===== config.mk =====
export PLATFORM = sky130hd
export DESIGN_NAME = ghacc_cfg
export DESIGN_NICKNAME = d
export VERILOG_FILES = /design/src/ghacc_pkg.sv /design/src/ghacc_cfg.sv
export SDC_FILE = /design/constraint.sdc
export NUM_CORES = 1
export LEC_CHECK = 0
export ABC_AREA = 1
export BUFFER_PORTS_ARGS = -buffer_cell sky130_fd_sc_hd__buf_2
export CORE_MARGIN = 3
export CORE_UTILIZATION = 25
export CTS_CLUSTER_SIZE = 25
export DETAILED_ROUTE_END_ITERATION = 6
export PLACE_DENSITY_LB_ADDON = 0.05
export SLEW_MARGIN = 40
export SYNTH_ARGS = -nofsm -noshare
export SYNTH_HDL_FRONTEND = slang
export SYNTH_SLANG_ARGS = --single-unit

===== constraint.sdc =====
create_clock -name clk -period 1.9 [get_ports clk]
set_input_delay 0 -clock clk [delete_from_list [all_inputs] [get_ports clk]]
set_output_delay 0 -clock clk [all_outputs]
set_load 0.01 [all_outputs]

===== src/ghacc_pkg.sv =====
// Shared types, constants and GF(2^128) helper functions for the GHASH accumulator.
// No dependencies; every other file in src uses this package by scoped names.

package ghacc_pkg;

  // Reduction constant, GCM reflected order (1 + x + x^2 + x^7)
  localparam logic [7:0] GF_REDUCE = 8'he1;

  // Two-entry queues: count code for "holding two words"
  localparam logic [1:0] Q_CNT_FULL = 2'd2;

  // Item codes
  localparam logic ACT_ABSORB = 1'b0;
  localparam logic ACT_CLEAR  = 1'b1;

  // Register map, indexed by paddr[3]
  localparam logic REG_KEY_HI = 1'b0;
  localparam logic REG_KEY_LO = 1'b1;

  // Classified word handed from the front end to the back end
  typedef struct packed {
    logic         clear;
    logic [127:0] blk;
  } item_t;

  // Keep the leading n bytes of a big-endian 128-bit block (n above 16 keeps all)
  function automatic logic [127:0] keep_mask(logic [4:0] n);
    logic [127:0] m;
    m = '0;
    for (int b = 0; b < 16; b++) begin
      if (5'(b) < n) begin
        m[127 - 8*b -: 8] = 8'hff;
      end
    end
    return m;
  endfunction

  // Z = X * H in GF(2^128), GCM bit order (msb of byte 0 is x^0)
  function automatic logic [127:0] gf128_mul(logic [127:0] x, logic [127:0] h);
    logic [127:0] a;
    logic [127:0] b;
    logic [254:0] c;
    logic [134:0] f;
    logic [6:0]   g;
    logic [127:0] d;
    logic [127:0] z;
    // reflect into natural polynomial order
    for (int i = 0; i < 128; i++) begin
      a[i] = x[127 - i];
      b[i] = h[127 - i];
    end
    // carry-less product, each output bit an independent xor tree
    c = '0;
    for (int i = 0; i < 128; i++) begin
      for (int j = 0; j < 128; j++) begin
        c[i + j] = c[i + j] ^ (a[i] & b[j]);
      end
    end
    // first fold of the upper 127 bits
    f = {7'b0, c[127:0]};
    for (int j = 0; j < 8; j++) begin
      if (GF_REDUCE[7 - j]) begin
        f = f ^ ({8'b0, c[254:128]} << j);
      end
    end
    // second fold of the few bits that spilled past degree 127
    g = f[134:128];
    d = f[127:0];
    for (int j = 0; j < 8; j++) begin
      if (GF_REDUCE[7 - j]) begin
        d = d ^ ({121'b0, g} << j);
      end
    end
    for (int i = 0; i < 128; i++) begin
      z[127 - i] = d[i];
    end
    return z;
  endfunction

endpackage


===== src/ghacc_cfg.sv =====
// APB-style register file holding the 128-bit hash subkey H.
// Depends on ghacc_pkg for the register map.

module ghacc_cfg (
  input  logic         clk,
  input  logic         rst_n,
  input  logic         cfg_psel,
  input  logic         cfg_penable,
  input  logic         cfg_pwrite,
  input  logic [3:0]   cfg_paddr,
  input  logic [63:0]  cfg_pwdata,
  output logic [63:0]  cfg_prdata,
  output logic         cfg_pready,
  output logic [127:0] hash_key
);

  logic [63:0] key_hi_r;
  logic [63:0] key_lo_r;
  logic        wr_en;

  // Access phase of a write; registers are 8 bytes apart
  assign wr_en      = cfg_psel && cfg_penable && cfg_pwrite;
  assign cfg_pready = 1'b1;

  always_ff @(posedge clk) begin
    if (!rst_n) begin
      key_hi_r <= '0;
      key_lo_r <= '0;
    end else if (wr_en) begin
      if (cfg_paddr[3] == ghacc_pkg::REG_KEY_HI) begin
        key_hi_r <= cfg_pwdata;
      end else begin
        key_lo_r <= cfg_pwdata;
      end
    end
  end

  // Read mux
  assign cfg_prdata = (cfg_paddr[3] == ghacc_pkg::REG_KEY_LO) ? key_lo_r : key_hi_r;
  assign hash_key   = {key_hi_r, key_lo_r};

endmodule


==> results of run 1 <==
-- state kept, by name (all words and copies together), names as in the netlist --
register  flops
key_lo_r     64
key_hi_r     64
-- worst register-to-register path, stage by stage, from the launching register on --
cell	delay, ns
dfxtp_1	0.39
nor2_1	0.07
nor2_1	0.11
-- worst max-delay path by stage --
| stage | to | from |
|---|---|---|
| 2_1_floorplan | key_hi_r[47] | cfg_psel |
| 3_3_place_gp | key_hi_r[13] | cfg_paddr[3] |
| 3_5_place_dp | key_lo_r[19] | cfg_paddr[3] |
| 4_1_cts | key_hi_r[49] | cfg_paddr[3] |
| 5_1_grt | cfg_prdata[12] | cfg_paddr[3] |
| 6_report | cfg_prdata[9] | cfg_paddr[3] |
-- cell usage in the layout, fill, tap and decap left out --
master         instances
clkbuf_8               1
bufinv_16              5
nand3_2                1
clkbuf_16             18
conb_1                 1
buf_2                259
buf_16                 1
clkinvlp_4             3
nand3_1              128
inv_4                  1
inv_1                 65
nand2_1              321
inv_6                  1
buf_12                 4
buf_4                  8
nor2_1               256
dfxtp_1              128
clkinv_4               3
clkbuf_1               2
dlygate4sd3_1         67
nor2_4                 3
-- layout make-up --
cell class                      instances  area share
Clock buffer                           20     0.05030
Clock inverter                         12     0.02339
Inverter                               66     0.02818
Multi-Input combinational cell        710      0.3214
Sequential cell                       128      0.2886
Tap cell                              319     0.04495
Timing Repair Buffer                  340      0.2432
-- kinds of logic (layout without fill, tap and decap cells) --
group                  Yosys count  after routing
buffers and inverters          135            438
DFF                            128            128
other                            1              1
and+or+nand+nor                709            709
-- cells in the mapped netlist (all sizes together) --
library cell | instances | area share
nand2 | 321 | 0.20
nor2 | 259 | 0.16
nand3 | 129 | 0.11
dfxtp | 128 | 0.43
inv | 66 | 0.041
buf | 54 | 0.047
clkbuf | 15 | 0.0094
conb | 1 | 0.00063
-- stage by stage --
stage | cells | setup slack, ns | hold slack [ns] | utilization | power, mW
floorplan | 973 | 1.137 | 0.2035 | - | 3.402
global placement | 1495 | 0.6708 | 0.3289 | 0.3195 | 3.746
detailed placement | 1495 | 0.6695 | 0.3270 | 0.3195 | 3.749
CTS | 1594 | 0.07293 | 0.2980 | 0.3758 | 7.587
global route | 1595 | 0.03717 | 0.3359 | 0.3772 | 7.819
finish | 1595 | 0.1728 | 0.2931 | 0.3772 | 7.462
-- timing repair --
item / in CTS / in global routing
endpoints found under the hold margin: 128 / 0
endpoints found under the setup margin: 0 / 1
hold buffers: 67 / 0
gates resized for setup: 0 / 1
-- per-layer routing --
layer	GRT usage	up-vias	part of all wire	routed length (um)
li1	-	3521	-	-
met1	0.2055	3013	0.48	10160
met2	0.2744	156	0.46	9880
met3	0.02915	14	0.046	987
met4	0.04654	0	0.011	224
met5	0	-	0	0
-- power breakdown --
part           total (mW)  internal (mW)  switching, mW
Sequential           2.86           2.78         0.0791
Combinational       0.933          0.401          0.532
Clock                3.67           2.38           1.29
==> results.cfg, run 1 <==
[global_route]
grt_antenna_before_repair = 0
track_usage = 0.1599
grt_max_degree = 129
first_global_vias = 6263
grt_pass1_wl_um = 33670
grt_overflow_total = 0

[synth]
yosysWarnings = 0
synth_mux_area_frac = 0
yosys.area_share.simple = 0.4741
synthDistinctLibCells = 13
synth_compound_area_frac = 0
netlist_instances = 973
synth_top_family_by_area = simple AND/OR/NAND/NOR gates
synth_xor_area_frac = 0
ys_seq_area_frac = 0.4274
syn_area_um2 = 5996
synthAdderAreaFrac = 0
synth-seq-cells = 128
synth_nets = 1046
syn_avg_cell_area_um2 = 6.162

[sta]
skew_ns = 0
rsz0062_at_grt = false
slew_violations = 0
setup_tns_ns = 0
finalCriticalPeriod_ns = 1.727
max-slew-margin-rel = 0.5822
setup_viol_count_final = 0
max_slew.worst_pin.slew_ns = 0.6267
hold_viol = 0
fmax_ghz = 0.5790
min_period_over_period = 0.9091

[power]
p_per_area_nw_per_um2 = 840.3
power.leakage_nw = 4.795
ir_worst_vdd_v = 0.0003889

[worst_setup_path]
crit_type = in -> out
path_buf_inv = 5
r2r-start = key_lo_r[2]
r2r_end = key_lo_r[2]
crit_cells = 7
cp_top_family = buffers and inverters
slowest_delay_ns = 0.55
crit_fanout = 34
cp_data_required_time_ns = 1.90
worst-r2r-setup-slack_ns = 1.27
crit_path_cell_trace = dlygate4sd3_1 -> buf_4 -> inv_4 -> buf_4 -> nand2_1 -> nand2_1 -> buf_2
rr_worst_depth = 2
worstSetupEndpointType = primary output
cp.arrival_ns = 1.73
cp-start-kind = primary input
cpMaxStageDelayCell = dlygate4sd3_1

[finish]
register_area_um2 = 2562
layout-drive-gt1-share = 0.2414
fin_area_um2 = 8880
num_antenna_cells = 0
multi_input_area_um2 = 2854
final_net_count = 1336
area_growth_pct = 48.10
fillers = 2693

[floorplan]
pin_count = 266
rows = 56
dieArea_um2 = 25880
die-width_um = 160.9
die_height_um = 160.9
core_area_um2 = 23540
start_util = 0.2547

[outcome]
status = completed

[min_path]
hold_end = key_lo_r[31]
min_path_type = in -> reg
min_from = cfg_penable
hold_depth = 6

[routing]
routed_wirelength_um = 21250
ant_nets = 0
vias = 6704
wl_per_cell_um = 13.32
drc = 0
drt-initial-drc-count = 273
dr.pass1.iters = 4
via_per_inst = 4.203

[placement]
place_area_um2 = 7522
port-buffer-count = 261
gp_congestion = 0.7301
post-dp-hpwl_um = 13200

[run]
cap_violations = 0

[clock_network]
cts_max_path_buffers = 2
cts_buffers = 17
cts_sinks = 128
post-cts-setup-buffers = 0
path_clk_slew_ns = 0.06
htreeDepth = 4
clock_latency_ns = 0.41
cts_tree = yes
clock-root-buffer = clkbuf_16
Note: power is estimated with default switching activity, not from simulation.
==> run 2, diff against run 1 <==
Settings changed: CORE_UTILIZATION 25 to 51.
==> run 2 against run 1 <==
Compared with the run above:
- first-iteration DRC count increased by 110%
- fmax increased by 48%
- largest cell class unchanged
- largest power group unchanged
- clock skew unchanged
- clock power decreased by 12%
==> results.cfg, run 2 (synthesis results as in run 1) <==
[min_path]
min_from = rst_n
min_path_type = in -> reg

[global_route]
track_usage = 0.2719
first_global_vias = 6063
grt_antenna_before_repair = 0
grt_pass1_wl_um = 29090
grt_max_degree = 129
grt_overflow_total = 0

[clock_network]
htreeDepth = 4
cts_buffers = 17
path_clk_slew_ns = 0.05
post-cts-setup-buffers = 0
cts_sinks = 128
cts_tree = yes
post_cts_resized = 0
clock-root-buffer = clkbuf_16
cts_max_path_buffers = 2
clock_latency_ns = 0.40

[routing]
via_per_inst = 4.900
dr.pass1.iters = 5
wl_per_cell_um = 12.91
routed_wirelength_um = 18210
drc = 0
vias = 6909
drt-initial-drc-count = 577
ant_nets = 0

[finish]
area_growth_pct = 42.57
final_common_cell = nand2_1
layout-drive-gt1-share = 0.2409
num_antenna_cells = 0
top_regs = key_hi_r x64, key_lo_r x64
fin_area_um2 = 8548
final_cell_mix = nand2_1 (321), buf_2 (259), nor2_1 (256)
final_net_count = 1333

[sta]
slew_violations = 0
setup_tns_ns = 0
max_slew.worst_pin.slew_ns = 0.6442
rsz0062_at_grt = false
fin_ws_ns = 0.7296
fmax_ghz = 0.8544
finalCriticalPeriod_ns = 1.170
hold_viol = 0
setup_viol_count_final = 0
skew_ns = 0
max-slew-margin-rel = 0.5705
timing.hold.ws_ns = 0.06104
min_period_over_period = 0.6160

[power]
combPwrFrac = 0.130
intPower_mw = 5.288
ir_worst_vdd_v = 0.0004733
power.leakage_nw = 4.756
p_per_area_nw_per_um2 = 817.8
p_total_mw = 6.991
p_switching_mw = 1.702
clkPwrFrac = 0.460
seqPwrFrac = 0.409
p_sw_frac = 0.2435

[placement]
post-dp-hpwl_um = 11300
port-buffer-count = 261
place_area_um2 = 7318
gp_congestion = 0.8069
pre_cts_slack_ns = 0.7237

[floorplan]
pin_count = 266
die_height_um = 114.4
die-width_um = 114.4
rows = 38
start_util = 0.5366
core_area_um2 = 11170
dieArea_um2 = 13090

[worst_setup_path]
crit_type = in -> out
cp-start-kind = primary input
cp_data_required_time_ns = 1.90
crit_start = cfg_paddr[3]
r2r-start = key_hi_r[18]
crit_fanout = 128
worstSetupEndpointType = primary output
cp.arrival_ns = 1.17

[outcome]
status = completed

[run]
cap_violations = 0
run 2: final timing paths:
path | depth (start not counted) | slack, ns | endpoint
setup / recovery | 6 | 0.73 | cfg_prdata[29]
hold / removal | 3 | 0.06 | key_lo_r[45]
setup reg to reg | 2 | 1.24 | key_hi_r[18]
hold reg to reg | 2 | 0.50 | key_lo_r[29]
run 2: critical path, cell delays in order:
cell     delay (ns)
buf_4          0.15
inv_4          0.08
buf_12         0.36
nand2_1        0.15
nand2_1        0.12
buf_2          0.14
run 2: layout make-up:
class	count	area [um^2]
inverters	66	250.2
clock inverters	5	77.57
repair buffers	337	2117
well taps	140	175.2
flip-flops and latches	128	2562
multi-input cells	710	2854
clock buffers	24	511.7
fillers	909	2625
run 2: power groups by stage:
stage	clock network, mW	logic [mW]	registers (mW)
6_report	3.22	0.912	2.86
5_1_grt	3.38	1.02	2.87
4_1_cts	3.25	0.909	2.86
3_5_place_dp	0	0.798	2.91
3_3_place_gp	0	0.789	2.91
2_1_floorplan	0	0.458	2.94
run 2: stage by stage:
| step | util | instances |
|---|---|---|
| after floorplan | - | 973 |
| after global placement | 0.6550 | 1317 |
| after detailed placement | 0.6550 | 1317 |
| after CTS | 0.7651 | 1410 |
| after global routing | 0.7651 | 1410 |
| final | 0.7651 | 1410 |
run 2: routing by layer:
| metal | vias to the layer above | wire length, um | track usage |
|---|---|---|---|
| met1 | 3079 | 7561 | 0.3450 |
| li1 | 3511 | - | - |
| met4 | 0 | 391 | 0.1021 |
| met5 | - | 0 | 0 |
| met3 | 33 | 1420 | 0.06448 |
| met2 | 286 | 8831 | 0.4482 |
run 2: timing repair:
| action | 4_1_cts | 5_1_grt |
|---|---|---|
| hold endpoints to repair | 128 | 0 |
| setup endpoints to repair | 0 | 0 |
| hold buffers | 64 | 0 |
==> run 3, diff against run 2 <==
Settings changed: CORE_UTILIZATION 51 to 48.
Clock period 1.9 ns to 1.2 ns, I/O delays scaled along.
==> run 3 against run 2 <==
Compared with the run above:
- clock-buffer cell count fell by 2
- final cell count rose by 2.5%
- non-clock buffer count rose by 7
- worst hold slack improved by 0.12 ns
- global-route usage fell by 2.0 points
- sequential share of layout area fell by 0.36 points
- largest cell class unchanged
==> results.cfg, run 3 (synthesis results as in run 1) <==
[floorplan]
rows = 40
core_area_um2 = 12110
die_height_um = 117.8
start_util = 0.4950
pin_count = 266
dieArea_um2 = 13870
die-width_um = 117.8

[finish]
layout-drive-gt1-share = 0.2435
fillers = 1110
num_antenna_cells = 0
final_net_count = 1340
multi_input_area_um2 = 2854
area_growth_pct = 44.30
register_area_um2 = 2562
fin_util = 0.7144
top_regs = key_hi_r x64, key_lo_r x64
final_cell_mix = nand2_1 (321), buf_2 (259), nor2_1 (256)
final_common_cell = nand2_1

[power]
ir_worst_vdd_v = 0.0008017
p_per_area_nw_per_um2 = 1217
power.leakage_nw = 4.788

[clock_network]
cts_buffers = 17
clock-root-buffer = clkbuf_16
clock_latency_ns = 0.40
cts_max_path_buffers = 2
cts_sinks = 128
path_clk_slew_ns = 0.05
post-cts-setup-buffers = 0
htreeDepth = 4
cts_tree = yes

[global_route]
grt_pass1_wl_um = 29230
grt_antenna_before_repair = 0
grt_max_degree = 71
track_usage = 0.2520
grt_overflow_total = 0
first_global_vias = 6015

[run]
cap_violations = 0

[worst_setup_path]
crit_fanout = 19
cp-start-kind = primary input
crit_type = in -> reg
worstSetupEndpointType = flip-flop
cp_data_required_time_ns = 1.54
rr_worst_depth = 2
r2r-start = key_hi_r[57]
worst-r2r-setup-slack_ns = 0.57
r2r_end = key_hi_r[57]
cp.arrival_ns = 1.49

[sta]
finalCriticalPeriod_ns = 1.143
setup_viol_count_final = 0
rsz0062_at_grt = false
hold_viol = 0
slew_violations = 0
setup_tns_ns = 0
min_period_over_period = 0.9527
fmax_ghz = 0.8747
skew_ns = 0

[min_path]
hold_depth = 5
hold_end = key_hi_r[9]
min_path_type = in -> reg
min_from = cfg_paddr[3]

[routing]
vias = 6779
drt-initial-drc-count = 509
dr.pass1.iters = 5
ant_nets = 0
routed_wirelength_um = 17750
via_per_inst = 4.691
wl_per_cell_um = 12.28
drc = 0

[placement]
port-buffer-count = 261
gp_congestion = 0.7978
post-dp-hpwl_um = 11320

[outcome]
status = completed
run 3: cell count changes in the layout (fill, tap and decap cells not counted), sizes merged:
cell	previous run	this run
bufinv	2	0
clkbuf	24	22
dlygate4sd3	64	66
clkinv	2	6
buf	273	278
run 3: power breakdown:
group | switching [mW] | total, mW | internal [mW]
Combinational | 0.821 | 1.48 | 0.659
Sequential | 0.121 | 4.53 | 4.41
Clock | 1.73 | 4.53 | 2.79
run 3: cell type report:
class,instances,share of cell area
inverter,66,0.02892
timing repair buffer,344,0.2604
sequential,128,0.2962
multi-input combinational,710,0.3299
clock inverter,7,0.004338
clock buffer,22,0.05597
tap,168,0.02430
run 3: what timing repair did:
item,CTS,global route
hold buffers,66,0
endpoints found under the setup margin,0,1
gates resized for setup,0,1
hold endpoints to repair,128,0
run 3: through the flow:
step	setup slack (ns)	area, um^2	hold WS, ns	total power [mW]	cells
floorplan	0.4369	5996	0.2035	5.387	973
global placement	0.2404	7466	0.3253	5.905	1350
detailed placement	0.2043	7466	0.3339	5.917	1350
CTS	0.04872	8648	0.1652	10.62	1445
global route	0.01469	8652	0.1886	11.02	1445
finish	0.05673	8652	0.1823	10.53	1445
run 3: critical path: stages:
cell and delay, ns:
dlygate4sd3_1 0.55, buf_6 0.21, nand2_1 0.07, dlygate4sd3_1 0.55, nor2_1 0.10
run 3: how the worst max path moves through the flow:
stage / startpoint / to / slack, ns / cells after the start
2_1_floorplan: cfg_psel / key_hi_r[47] / 0.44 / 7
3_3_place_gp: cfg_psel / key_lo_r[8] / 0.24 / 7
3_5_place_dp: cfg_psel / key_hi_r[2] / 0.20 / 7
4_1_cts: rst_n / key_lo_r[58] / 0.05 / 5
5_1_grt: rst_n / key_lo_r[58] / 0.01 / 5
6_report: rst_n / key_lo_r[58] / 0.06 / 5
run 3: metal layers:
| metal | track usage | vias to the layer above | part of all wire |
|---|---|---|---|
| met3 | 0.05238 | 29 | 0.061 |
| met2 | 0.4190 | 242 | 0.48 |
| met4 | 0.09744 | 0 | 0.020 |
| met5 | 0 | - | 0 |
| li1 | - | 3522 | - |
| met1 | 0.3213 | 2986 | 0.44 |
