**config.mk**
```make
export PLATFORM = sky130hd
export DESIGN_NAME = ghacc_front
export DESIGN_NICKNAME = d
export VERILOG_FILES = /design/src/ghacc_pkg.sv /design/src/ghacc_front.sv
export SDC_FILE = /design/constraint.sdc
export NUM_CORES = 1
export LEC_CHECK = 0
export BUFFER_PORTS_ARGS = -buffer_cell sky130_fd_sc_hd__buf_2
export CORE_ASPECT_RATIO = 0.75
export CORE_UTILIZATION = 40
export CTS_BUF_LIST = sky130_fd_sc_hd__clkbuf_16
export DETAILED_ROUTE_END_ITERATION = 16
export GPL_TIMING_DRIVEN = 0
export SLEW_MARGIN = 30
export SYNTH_ARGS = -nofsm -noshare
export SYNTH_HDL_FRONTEND = slang
export SYNTH_SLANG_ARGS = --single-unit
```
**constraint.sdc**
```tcl
create_clock -name clk -period 15.2 [get_ports clk]
set_input_delay 2.28 -clock clk [delete_from_list [all_inputs] [get_ports clk]]
set_output_delay 2.28 -clock clk [all_outputs]
set_load 0.005 [all_outputs]
```
**src/ghacc_pkg.sv**
```systemverilog
// Shared types, constants and GF(2^128) helper functions for the GHASH accumulator.
// No dependencies; every other file in src uses this package by scoped names.

package ghacc_pkg;

  // Reduction constant, GCM reflected order (1 + x + x^2 + x^7)
  localparam logic [7:0] GF_REDUCE = 8'he1;

  // Two-entry queues: count code for "holding two words"
  localparam logic [1:0] Q_CNT_FULL = 2'd2;

  // Item codes
  localparam logic ACT_ABSORB = 1'b0;
  localparam logic ACT_CLEAR  = 1'b1;

  // Register map, indexed by paddr[3]
  localparam logic REG_KEY_HI = 1'b0;
  localparam logic REG_KEY_LO = 1'b1;

  // Classified word handed from the front end to the back end
  typedef struct packed {
    logic         clear;
    logic [127:0] blk;
  } item_t;

  // Keep the leading n bytes of a big-endian 128-bit block (n above 16 keeps all)
  function automatic logic [127:0] keep_mask(logic [4:0] n);
    logic [127:0] m;
    m = '0;
    for (int b = 0; b < 16; b++) begin
      if (5'(b) < n) begin
        m[127 - 8*b -: 8] = 8'hff;
      end
    end
    return m;
  endfunction

  // Z = X * H in GF(2^128), GCM bit order (msb of byte 0 is x^0)
  function automatic logic [127:0] gf128_mul(logic [127:0] x, logic [127:0] h);
    logic [127:0] a;
    logic [127:0] b;
    logic [254:0] c;
    logic [134:0] f;
    logic [6:0]   g;
    logic [127:0] d;
    logic [127:0] z;
    // reflect into natural polynomial order
    for (int i = 0; i < 128; i++) begin
      a[i] = x[127 - i];
      b[i] = h[127 - i];
    end
    // carry-less product, each output bit an independent xor tree
    c = '0;
    for (int i = 0; i < 128; i++) begin
      for (int j = 0; j < 128; j++) begin
        c[i + j] = c[i + j] ^ (a[i] & b[j]);
      end
    end
    // first fold of the upper 127 bits
    f = {7'b0, c[127:0]};
    for (int j = 0; j < 8; j++) begin
      if (GF_REDUCE[7 - j]) begin
        f = f ^ ({8'b0, c[254:128]} << j);
      end
    end
    // second fold of the few bits that spilled past degree 127
    g = f[134:128];
    d = f[127:0];
    for (int j = 0; j < 8; j++) begin
      if (GF_REDUCE[7 - j]) begin
        d = d ^ ({121'b0, g} << j);
      end
    end
    for (int i = 0; i < 128; i++) begin
      z[127 - i] = d[i];
    end
    return z;
  endfunction

endpackage

```
**src/ghacc_front.sv**
```systemverilog
// Front end: accepts input words, masks unused bytes, tags clears, and queues
// them for the back end in a two-entry queue. Depends on ghacc_pkg.

module ghacc_front (
  input  logic                clk,
  input  logic                rst_n,
  input  logic                in_push,
  output logic                in_full,
  input  logic                in_action,
  input  logic [63:0]         in_block_hi,
  input  logic [63:0]         in_block_lo,
  input  logic [4:0]          in_valid_bytes,
  output logic                item_valid,
  output ghacc_pkg::item_t    item,
  input  logic                item_pop
);

  ghacc_pkg::item_t q_mem_r [2];
  logic             wr_ptr_r;
  logic             rd_ptr_r;
  logic [1:0]       cnt_r;
  logic [1:0]       cnt_nxt;
  logic             push;
  logic             pop;
  ghacc_pkg::item_t item_in;

  // Classify: tag clears and mask the block; a clear's block is ignored downstream
  always_comb begin
    item_in.clear = (in_action == ghacc_pkg::ACT_CLEAR);
    item_in.blk   = {in_block_hi, in_block_lo} & ghacc_pkg::keep_mask(in_valid_bytes);
  end

  assign in_full    = (cnt_r == ghacc_pkg::Q_CNT_FULL);
  assign push       = in_push && !in_full;
  assign item_valid = (cnt_r != 2'd0);
  assign pop        = item_pop && item_valid;

  always_comb begin
    cnt_nxt = cnt_r;
    if (push && !pop) begin
      cnt_nxt = cnt_r + 2'd1;
    end else if (pop && !push) begin
      cnt_nxt = cnt_r - 2'd1;
    end
  end

  // Queue storage
  always_ff @(posedge clk) begin
    if (push) begin
      q_mem_r[wr_ptr_r] <= item_in;
    end
  end

  // Queue pointers
  always_ff @(posedge clk) begin
    if (!rst_n) begin
      wr_ptr_r <= 1'b0;
      rd_ptr_r <= 1'b0;
      cnt_r    <= '0;
    end else begin
      if (push) begin
        wr_ptr_r <= !wr_ptr_r;
      end
      if (pop) begin
        rd_ptr_r <= !rd_ptr_r;
      end
      cnt_r <= cnt_nxt;
    end
  end

  assign item = q_mem_r[rd_ptr_r];

  // Occupancy never passes the depth
  a_cnt_bound: assert property (@(posedge clk) disable iff (!rst_n)
    cnt_r <= ghacc_pkg::Q_CNT_FULL)
    else $error("front queue count out of range");

  // Pointers differ by exactly the count modulo two
  a_ptr_cnt: assert property (@(posedge clk) disable iff (!rst_n)
    (wr_ptr_r ^ rd_ptr_r) == cnt_r[0])
    else $error("front queue pointers disagree with count");

  // A word taken while the queue was full leaves room next cycle
  a_drain: assert property (@(posedge clk) disable iff (!rst_n)
    (pop && in_full) |=> !in_full)
    else $error("front queue stayed full after a pop");

endmodule

```
==> results of run 1 <==
## Yosys cell counts, types with 2 or more instances
master | instances | area share (%)
a21boi_0 | 2 | 0.14
and2_1 | 19 | 1.1
and2b_1 | 4 | 0.28
buf_2 | 14 | 0.66
buf_4 | 2 | 0.14
clkbuf_1 | 2 | 0.071
dfxtp_1 | 5 | 0.95
edfxtp_1 | 258 | 73
inv_1 | 2 | 0.071
mux2_2 | 129 | 14
nor2_1 | 2 | 0.071
nor2b_1 | 109 | 6.5
o21a_1 | 2 | 0.14
o21ai_0 | 3 | 0.14
or2_2 | 2 | 0.12
xnor2_1 | 2 | 0.17
## layer usage
layer	global-route usage, %	vias up	part of all wire [%]
li1	-	2831	-
met1	23.1	2849	45
met2	26.1	207	44
met3	6.19	34	9.0
met4	3.82	6	2.1
met5	0	-	0.14
## worst reg2reg max path, cell delays in order (launching register included)
cell	delay (ns)
dfxtp_1	0.42
nand2b_1	0.19
inv_1	0.09
nor3_2	0.15
buf_4	0.22
buf_4	0.20
buf_4	0.18
buf_4	0.18
buf_4	0.19
buf_4	0.19
## sequential cells by signal, indices dropped and copies added, names as in the netlist, named ones only
signal / flops
rd_ptr_r: 1
q_mem_r: 258
wr_ptr_r: 1
cnt_r: 2
## metrics by stage
step	power [mW]	std cells	TNS, ns	area, sq um	hold slack, ns
finish	2.07	1266	0	13400	0.540
global route	2.17	1262	0	13400	0.610
CTS	2.10	1262	0	13400	0.541
detailed placement	1.48	1213	0	12600	0.528
global placement	1.49	1191	-297.07	12300	0.509
floorplan	1.26	579	0	10600	0.483
## kinds of logic after synthesis
logic type                 share of synthesized area (%)
AOI/OAI and AO/OA                                   1.56
xor gates and xnor gates                           0.249
adders and majority gates                          0.119
buffers and inverters                               1.06
DFF                                                 74.4
muxes                                               13.8
and+or+nand+nor                                     8.89
## power by group through the flow
stage / clock network (mW) / registers [mW] / logic [mW]
6_report: 0.618 / 0.938 / 0.515
5_1_grt: 0.657 / 0.947 / 0.564
3_5_place_dp: 0 / 0.954 / 0.524
4_1_cts: 0.632 / 0.939 / 0.527
2_1_floorplan: 0 / 0.977 / 0.283
3_3_place_gp: 0 / 0.999 / 0.495
## path summary, 6_finish.rpt
kind	startpoint	endpoint	depth (start not counted)
setup / recovery	flop	item[119]	4
hold / removal	cnt_r[1]	cnt_r[1]	2
setup reg to reg	cnt_r[0]	q_mem_r[0][31]	9
hold reg to reg	cnt_r[1]	cnt_r[1]	2
## cell type report
type	instances	area (sq um)
fillers	2250	12500
multi-input cells	295	2620
flip-flops and latches	263	7850
well taps	344	430
clock inverters	22	148
plain buffers	19	104
inverters	2	7.51
repair buffers	290	1570
clock buffers	27	676
diodes	4	10.0
==> metrics.txt, run 1 <==
Final WS setup=10.60 ns; Rel. slew slack=39.9%; cells along the critical path=clkbuf_1 -> buf_2 -> mux2_2 -> buf_2; share of layout cells above drive strength 1=53.1%; delay-heaviest family, CP=buffers and inverters; Die W=190 um; Root Buffer Master=clkbuf_16; CTS buffer count=27; EDFF count, synth=258; Post-CTS Setup Bufs=0; crit path max fanout=10; Net Count, Synth=718; via count=5927; cts repair resizes=0; Final Max Tran Viols=0; Synth async-reset ratio=0%; overall die area=0.0270 sq mm; Placer Congestion=0.730; Hold Vio Cnt, Final=0; final worst-path cycle share=30.2%; io pins=269; VDD IR max=0.0000962 V; Port Buf Inserts=268; GRT Total Usage=17.0%; MaxCap Viol Count=0; Synth Flop Type=edfxtp_1; mean cell area of the mapped netlist=18.2 sq um; CP arrival=2.32 ns; core outline area=0.0259 sq mm; Critical Path Most Common Cell=buf_2; CP Launch Type=flop; P&R area growth vs syn=27.1%; initial antenna violation count=5; Reg2Reg Setup Slack=12.88 ns; CP max-delay cell=clkbuf_1; Sw Share=26.1%; Post-Syn Instances=579; cell internal pwr=1.53 mW; Crit path largest cell delay=0.52 ns; Layout Utilization=51.8%; Tmin final=4.60 ns; vias per cell=4.68; Hold WC Path Type=flop to flop; global-route wire length before repair=34500 um; Seq pwr share=45.3%; status=completed; pwr/cell area=154 mW/mm^2; slew of the pin with the lowest slew margin=0.897 ns; Routed wire per std cell=18.4 um; H-Tree Depth=1; combinational share of power=24.9%; Net Switching=0.541 mW; Distinct cells, synth=38; Ys Warns=0; Worst-Skew Late Latency=0.52 ns; most frequent cells in the layout=buf_2 (282), edfxtp_1 (258), mux2_2 (129), nor2b_1 (109), clkbuf_16 (27); fin nets=1037; Bufs and invs on worst path=3; Clock Sinks=263; number of global-route vias before repair=5949; FMAX=218 MHz; largest net degree at the start of global routing=44; hpwl dp=16400 um; commonest non-fill, non-tap cell in the layout=buf_2; Static Leak=5.13 nW; Post-Syn Area=0.0106 sq mm; DRC=0; share of the yosys chip area belonging to registers=74.4%; RSZ-0062 raised after global routing=no; Clk network pwr share=29.8%; drt initial violations=263; Place WS=11.04 ns; die height=143 um; required time worst endpoint=12.92 ns; Reg clk slew, reported paths=0.06 ns; clock buffer depth=3; CTS tree=built; flops & latches, synth=263; critical path class=flop to primary output; Initial Util=40.7%; site row count=51; Routed WL=23300 um; final setup violation count=0; ANT nets after route=0; Worst Skew=0.00636 ns; GRT overflow=0; Hold Buf Count CTS=0; CP Capture Type=primary output; Pre-antenna DRT Iters=4
No activity file was read; power rests on OpenSTA's default activity.
==> run 2, diff against run 1 <==
- PLACE_DENSITY: not set -> 0.65
- clock period: 15.2 -> 4.2 ns (I/O delays scaled with it)
==> run 2 against run 1 <==
Against the previous run: die area unchanged; power rose to 3.6 times the previous value; register-to-register slack worse by 11 ns; core utilization is the same; global-route usage decreased by 0.36 points; critical path type unchanged.
==> metrics.txt, run 2 (same netlist as run 1, synthesis figures left out) <==
status=completed; Largest Register=q_mem_r; Hold WC Path Type=primary input to flop; Clock Sinks=263; Static Leak=5.11 nW; hpwl dp=16200 um; placed instance area=0.0126 sq mm; CP Capture Type=primary output; pwr/cell area=556 mW/mm^2; global-route wire length before repair=33900 um; fin nets=1029; Final Max Tran Viols=0; P&R area growth vs syn=27.1%; initial antenna violation count=4; FMAX=340 MHz; core outline area=0.0259 sq mm; GRT overflow=0; die height=143 um; critical path class=flop to primary output; required time worst endpoint=3.57 ns; CTS tree=built; Pre-antenna DRT Iters=4; Rel. slew slack=48.4%; DRC=0; crit path max fanout=10; largest net degree at the start of global routing=46; slew of the pin with the lowest slew margin=0.772 ns; final worst-path cycle share=70.0%; MaxCap Viol Count=0; Hold Buf Count CTS=0; most frequent cells in the layout=buf_2 (282), edfxtp_1 (258), mux2_2 (129), nor2b_1 (109), clkbuf_16 (27); cts repair resizes=0; Worst Skew=0.00918 ns; Hold Vio Cnt, Final=0; ANT nets after route=0; site row count=51; commonest non-fill, non-tap cell in the layout=buf_2; Routed wire per std cell=18.5 um; overall die area=0.0270 sq mm; via count=5910; max reg flops=258; Placer Congestion=0.746; RSZ-0062 raised after global routing=no; Largest regs=q_mem_r (258), cnt_r (2); Initial Util=40.7%; VDD IR max=0.000316 V; Reg clk slew, reported paths=0.06 ns; hold_ws=0.297 ns; Root Buffer Master=clkbuf_16; vias per cell=4.71; H-Tree Depth=1; share of layout cells above drive strength 1=52.8%; io pins=269; number of global-route vias before repair=6000; Port Buf Inserts=268; design area=0.0134 sq mm; Die W=190 um; CP arrival=2.31 ns; Worst-Skew Late Latency=0.53 ns; Tmin final=2.94 ns; clock buffer depth=3; Post-CTS Setup Bufs=0; CP Launch Type=flop; Routed WL=23100 um; GRT Total Usage=16.7%; drt initial violations=270; CTS buffer count=26; final setup violation count=0
[run 2: where the power goes]
group          switching [mW]  internal (mW)  total [mW]  leakage, nW
Combinational           0.933          0.940        1.87         2.20
Sequential             0.0769           3.32        3.40         2.49
Clock                   0.912           1.27        2.18        0.429
Total                    1.92           5.53        7.45         5.11
[run 2: metal layers]
metal | GRT usage (%) | routed length, um | vias to the layer above
met2 | 27.1 | 10700 | 207
met5 | 0 | 20 | -
met1 | 21.7 | 10100 | 2870
met4 | 3.57 | 382 | 4
met3 | 5.60 | 1960 | 26
li1 | - | - | 2803
[run 2: worst paths after layout]
path / start / endpoint / slack (ns) / depth (start not counted)
setup / recovery: flop / item[121] / 1.26 / 4
hold / removal: in_action / q_mem_r[1][128] / 0.30 / 1
hold reg to reg: cnt_r[1] / cnt_r[1] / 0.53 / 2
setup reg to reg: cnt_r[0] / q_mem_r[0][127] / 2.31 / 7
[run 2: worst max-delay path, stage by stage (launching register included)]
cell      delay, ns
dfxtp_1        0.34
clkbuf_1       0.51
buf_2          0.41
mux2_2         0.38
buf_2          0.14
[run 2: layout make-up]
type                    instances  area [sq um]
diodes                          2          5.00
plain buffers                  19           104
clock buffers                  27           676
clock inverters                19           128
fillers                      2220         12500
inverters                       2          12.5
multi-input cells             295          2650
flip-flops and latches        263          7850
well taps                     344           430
repair buffers                283          1560
[run 2: through the flow]
stage	cells	setup TNS (ns)	setup slack [ns]	utilization, %	power (mW)
finish	1254	0	1.26	51.8	7.45
global route	1252	0	1.06	51.7	7.81
CTS	1252	0	1.14	51.7	7.56
detailed placement	1206	0	1.70	48.6	5.36
global placement	1191	-501.94	-1.97	47.6	5.30
floorplan	579	0	0.00295	-	4.50
==> run 3, diff against run 2 <==
- clock period: 4.2 -> 2.63 ns (I/O delays scaled with it)
==> run 3 against run 2 <==
Against the previous run: via count rose by 0.12%; sequential share of layout area rose by 0.12 points; power rose by 60%; register-to-register slack got worse by 2.0 ns; global-route usage rose by 0.18 points; first-iteration DRC count fell by 3.0%; largest power group unchanged; core utilization fell by 0.097 points.
==> metrics.txt, run 3 (same netlist as run 1, synthesis figures left out) <==
status=completed; Critical Path Most Common Cell=buf_2; Rel. slew slack=37.6%; GRT Total Usage=16.9%; die height=143 um; delay-heaviest family, CP=buffers and inverters; Reg clk slew, reported paths=0.06 ns; overall die area=0.0270 sq mm; hold_ws=0.0744 ns; DRC=0; largest net degree at the start of global routing=33; Port Buf Inserts=268; core outline area=0.0259 sq mm; MaxCap Viol Count=0; met2 WL=10600 um; cells along the critical path=clkbuf_4 -> buf_2 -> mux2_2 -> buf_2; most frequent cells in the layout=buf_2 (281), edfxtp_1 (258), mux2_2 (129), nor2b_1 (109), clkbuf_16 (27); CP Launch Type=flop; Fillers=2240; Largest regs=q_mem_r (258), cnt_r (2); Hold Vio Cnt, Final=0; Cells after DPL=1206; CP max-delay cell=dfxtp_1; Die W=190 um; P&R area growth vs syn=26.8%; Crit path largest cell delay=0.39 ns; Bufs and invs on worst path=3; Final Max Tran Viols=0; Hold Buf Count CTS=0; number of global-route vias before repair=5927; Post-CTS Setup Bufs=0; vias per cell=4.71; final worst-path cycle share=93.4%; commonest non-fill, non-tap cell in the layout=buf_2; Tmin final=2.46 ns; global-route wire length before repair=34400 um; required time worst endpoint=2.24 ns; drt initial violations=262; site row count=51; Root Buffer Master=clkbuf_16; CP arrival=2.06 ns; CTS buffer count=27; Hold WC Path Type=primary input to flop; io pins=269; area occupied by multi-input gates=0.00263 sq mm; hpwl dp=16500 um; CP Capture Type=primary output; GRT overflow=0; Reg area=0.00785 sq mm; fin cells=1255; Worst-Skew Late Latency=0.53 ns; DR WL met3=2060 um; Place WS=0.213 ns; CTS tree=built; VDD IR max=0.000718 V; RSZ-0062 raised after global routing=no; Clock Sinks=263; max reg flops=258; Routed WL=23200 um; Largest Register=q_mem_r; Pre-antenna DRT Iters=4; via count=5917; slew of the pin with the lowest slew margin=0.936 ns; FMAX=407 MHz; final setup violation count=0; crit path max fanout=10; Initial Util=40.7%; initial antenna violation count=2; Placer Congestion=0.739; Routed wire per std cell=18.5 um; Top Metal Used=met4; fin nets=1030; pwr/cell area=889 mW/mm^2; Worst Skew=0.0248 ns; Static Leak=5.09 nW; share of layout cells above drive strength 1=53.4%; TNS Setup=0 ns; ANT nets after route=0; critical path class=flop to primary output; Final WS setup=0.173 ns; clock buffer depth=3; H-Tree Depth=1; Metal-1 WL=10100 um
-- run 3: changes by cell type in the layout (fill, tap and decap cells not counted), moves of 2 or more --
cell / change
buf_12: +3
buf_16: -2
clkbuf_4: +2
clkinv_2: +2
clkinvlp_4: +2
inv_1: -3
-- run 3: layout make-up --
cell class / instances / share of cell area (%)
Tap cell: 344 / 3.22
Multi-Input combinational cell: 295 / 19.6
Inverter: 2 / 0.0748
Timing Repair Buffer: 283 / 11.6
Clock inverter: 20 / 0.935
Clock buffer: 27 / 5.05
Sequential cell: 263 / 58.6
Antenna cell: 2 / 0.0374
Buffer: 19 / 0.823
-- run 3: final timing paths --
path	start	to	slack, ns	depth (start not counted)
hold reg to reg	cnt_r[1]	cnt_r[1]	0.55	2
hold / removal	in_action	q_mem_r[0][128]	0.07	1
setup / recovery	flop	item[78]	0.17	4
setup reg to reg	cnt_r[0]	q_mem_r[0][123]	0.29	8
-- run 3: power breakdown --
part,internal [mW],switching [mW]
registers,5.30,0.130
logic,1.51,1.49
clock network,1.95,1.52
-- run 3: metal layers --
| layer | vias to the layer above | GRT usage (%) |
|---|---|---|
| met5 | - | 0 |
| met4 | 0 | 4.12 |
| met3 | 30 | 5.46 |
| met2 | 217 | 27.0 |
| met1 | 2856 | 22.2 |
| li1 | 2814 | - |
-- run 3: worst register-to-register path: cells and delay by family, from the launching register on --
kind | cells | cell delay, ns
flip-flops | 1 | 0.37
buffers and inverters | 6 | 1.00
AND/OR/NAND/NOR | 2 | 0.65
-- run 3: timing repair --
action	CTS	global route
setup endpoints to repair	100	2
pin swaps	0	0
gates resized for setup	2	1
cloned	0	0
-- run 3: through the flow --
stage          utilization, %  total power, mW  instance area (sq um)
2_1_floorplan               -             7.19                  10600
3_3_place_gp             47.7             8.47                  12300
3_5_place_dp             48.5             8.56                  12600
4_1_cts                  51.6             12.1                  13400
5_1_grt                  51.7             12.5                  13400
6_report                 51.7             11.9                  13400
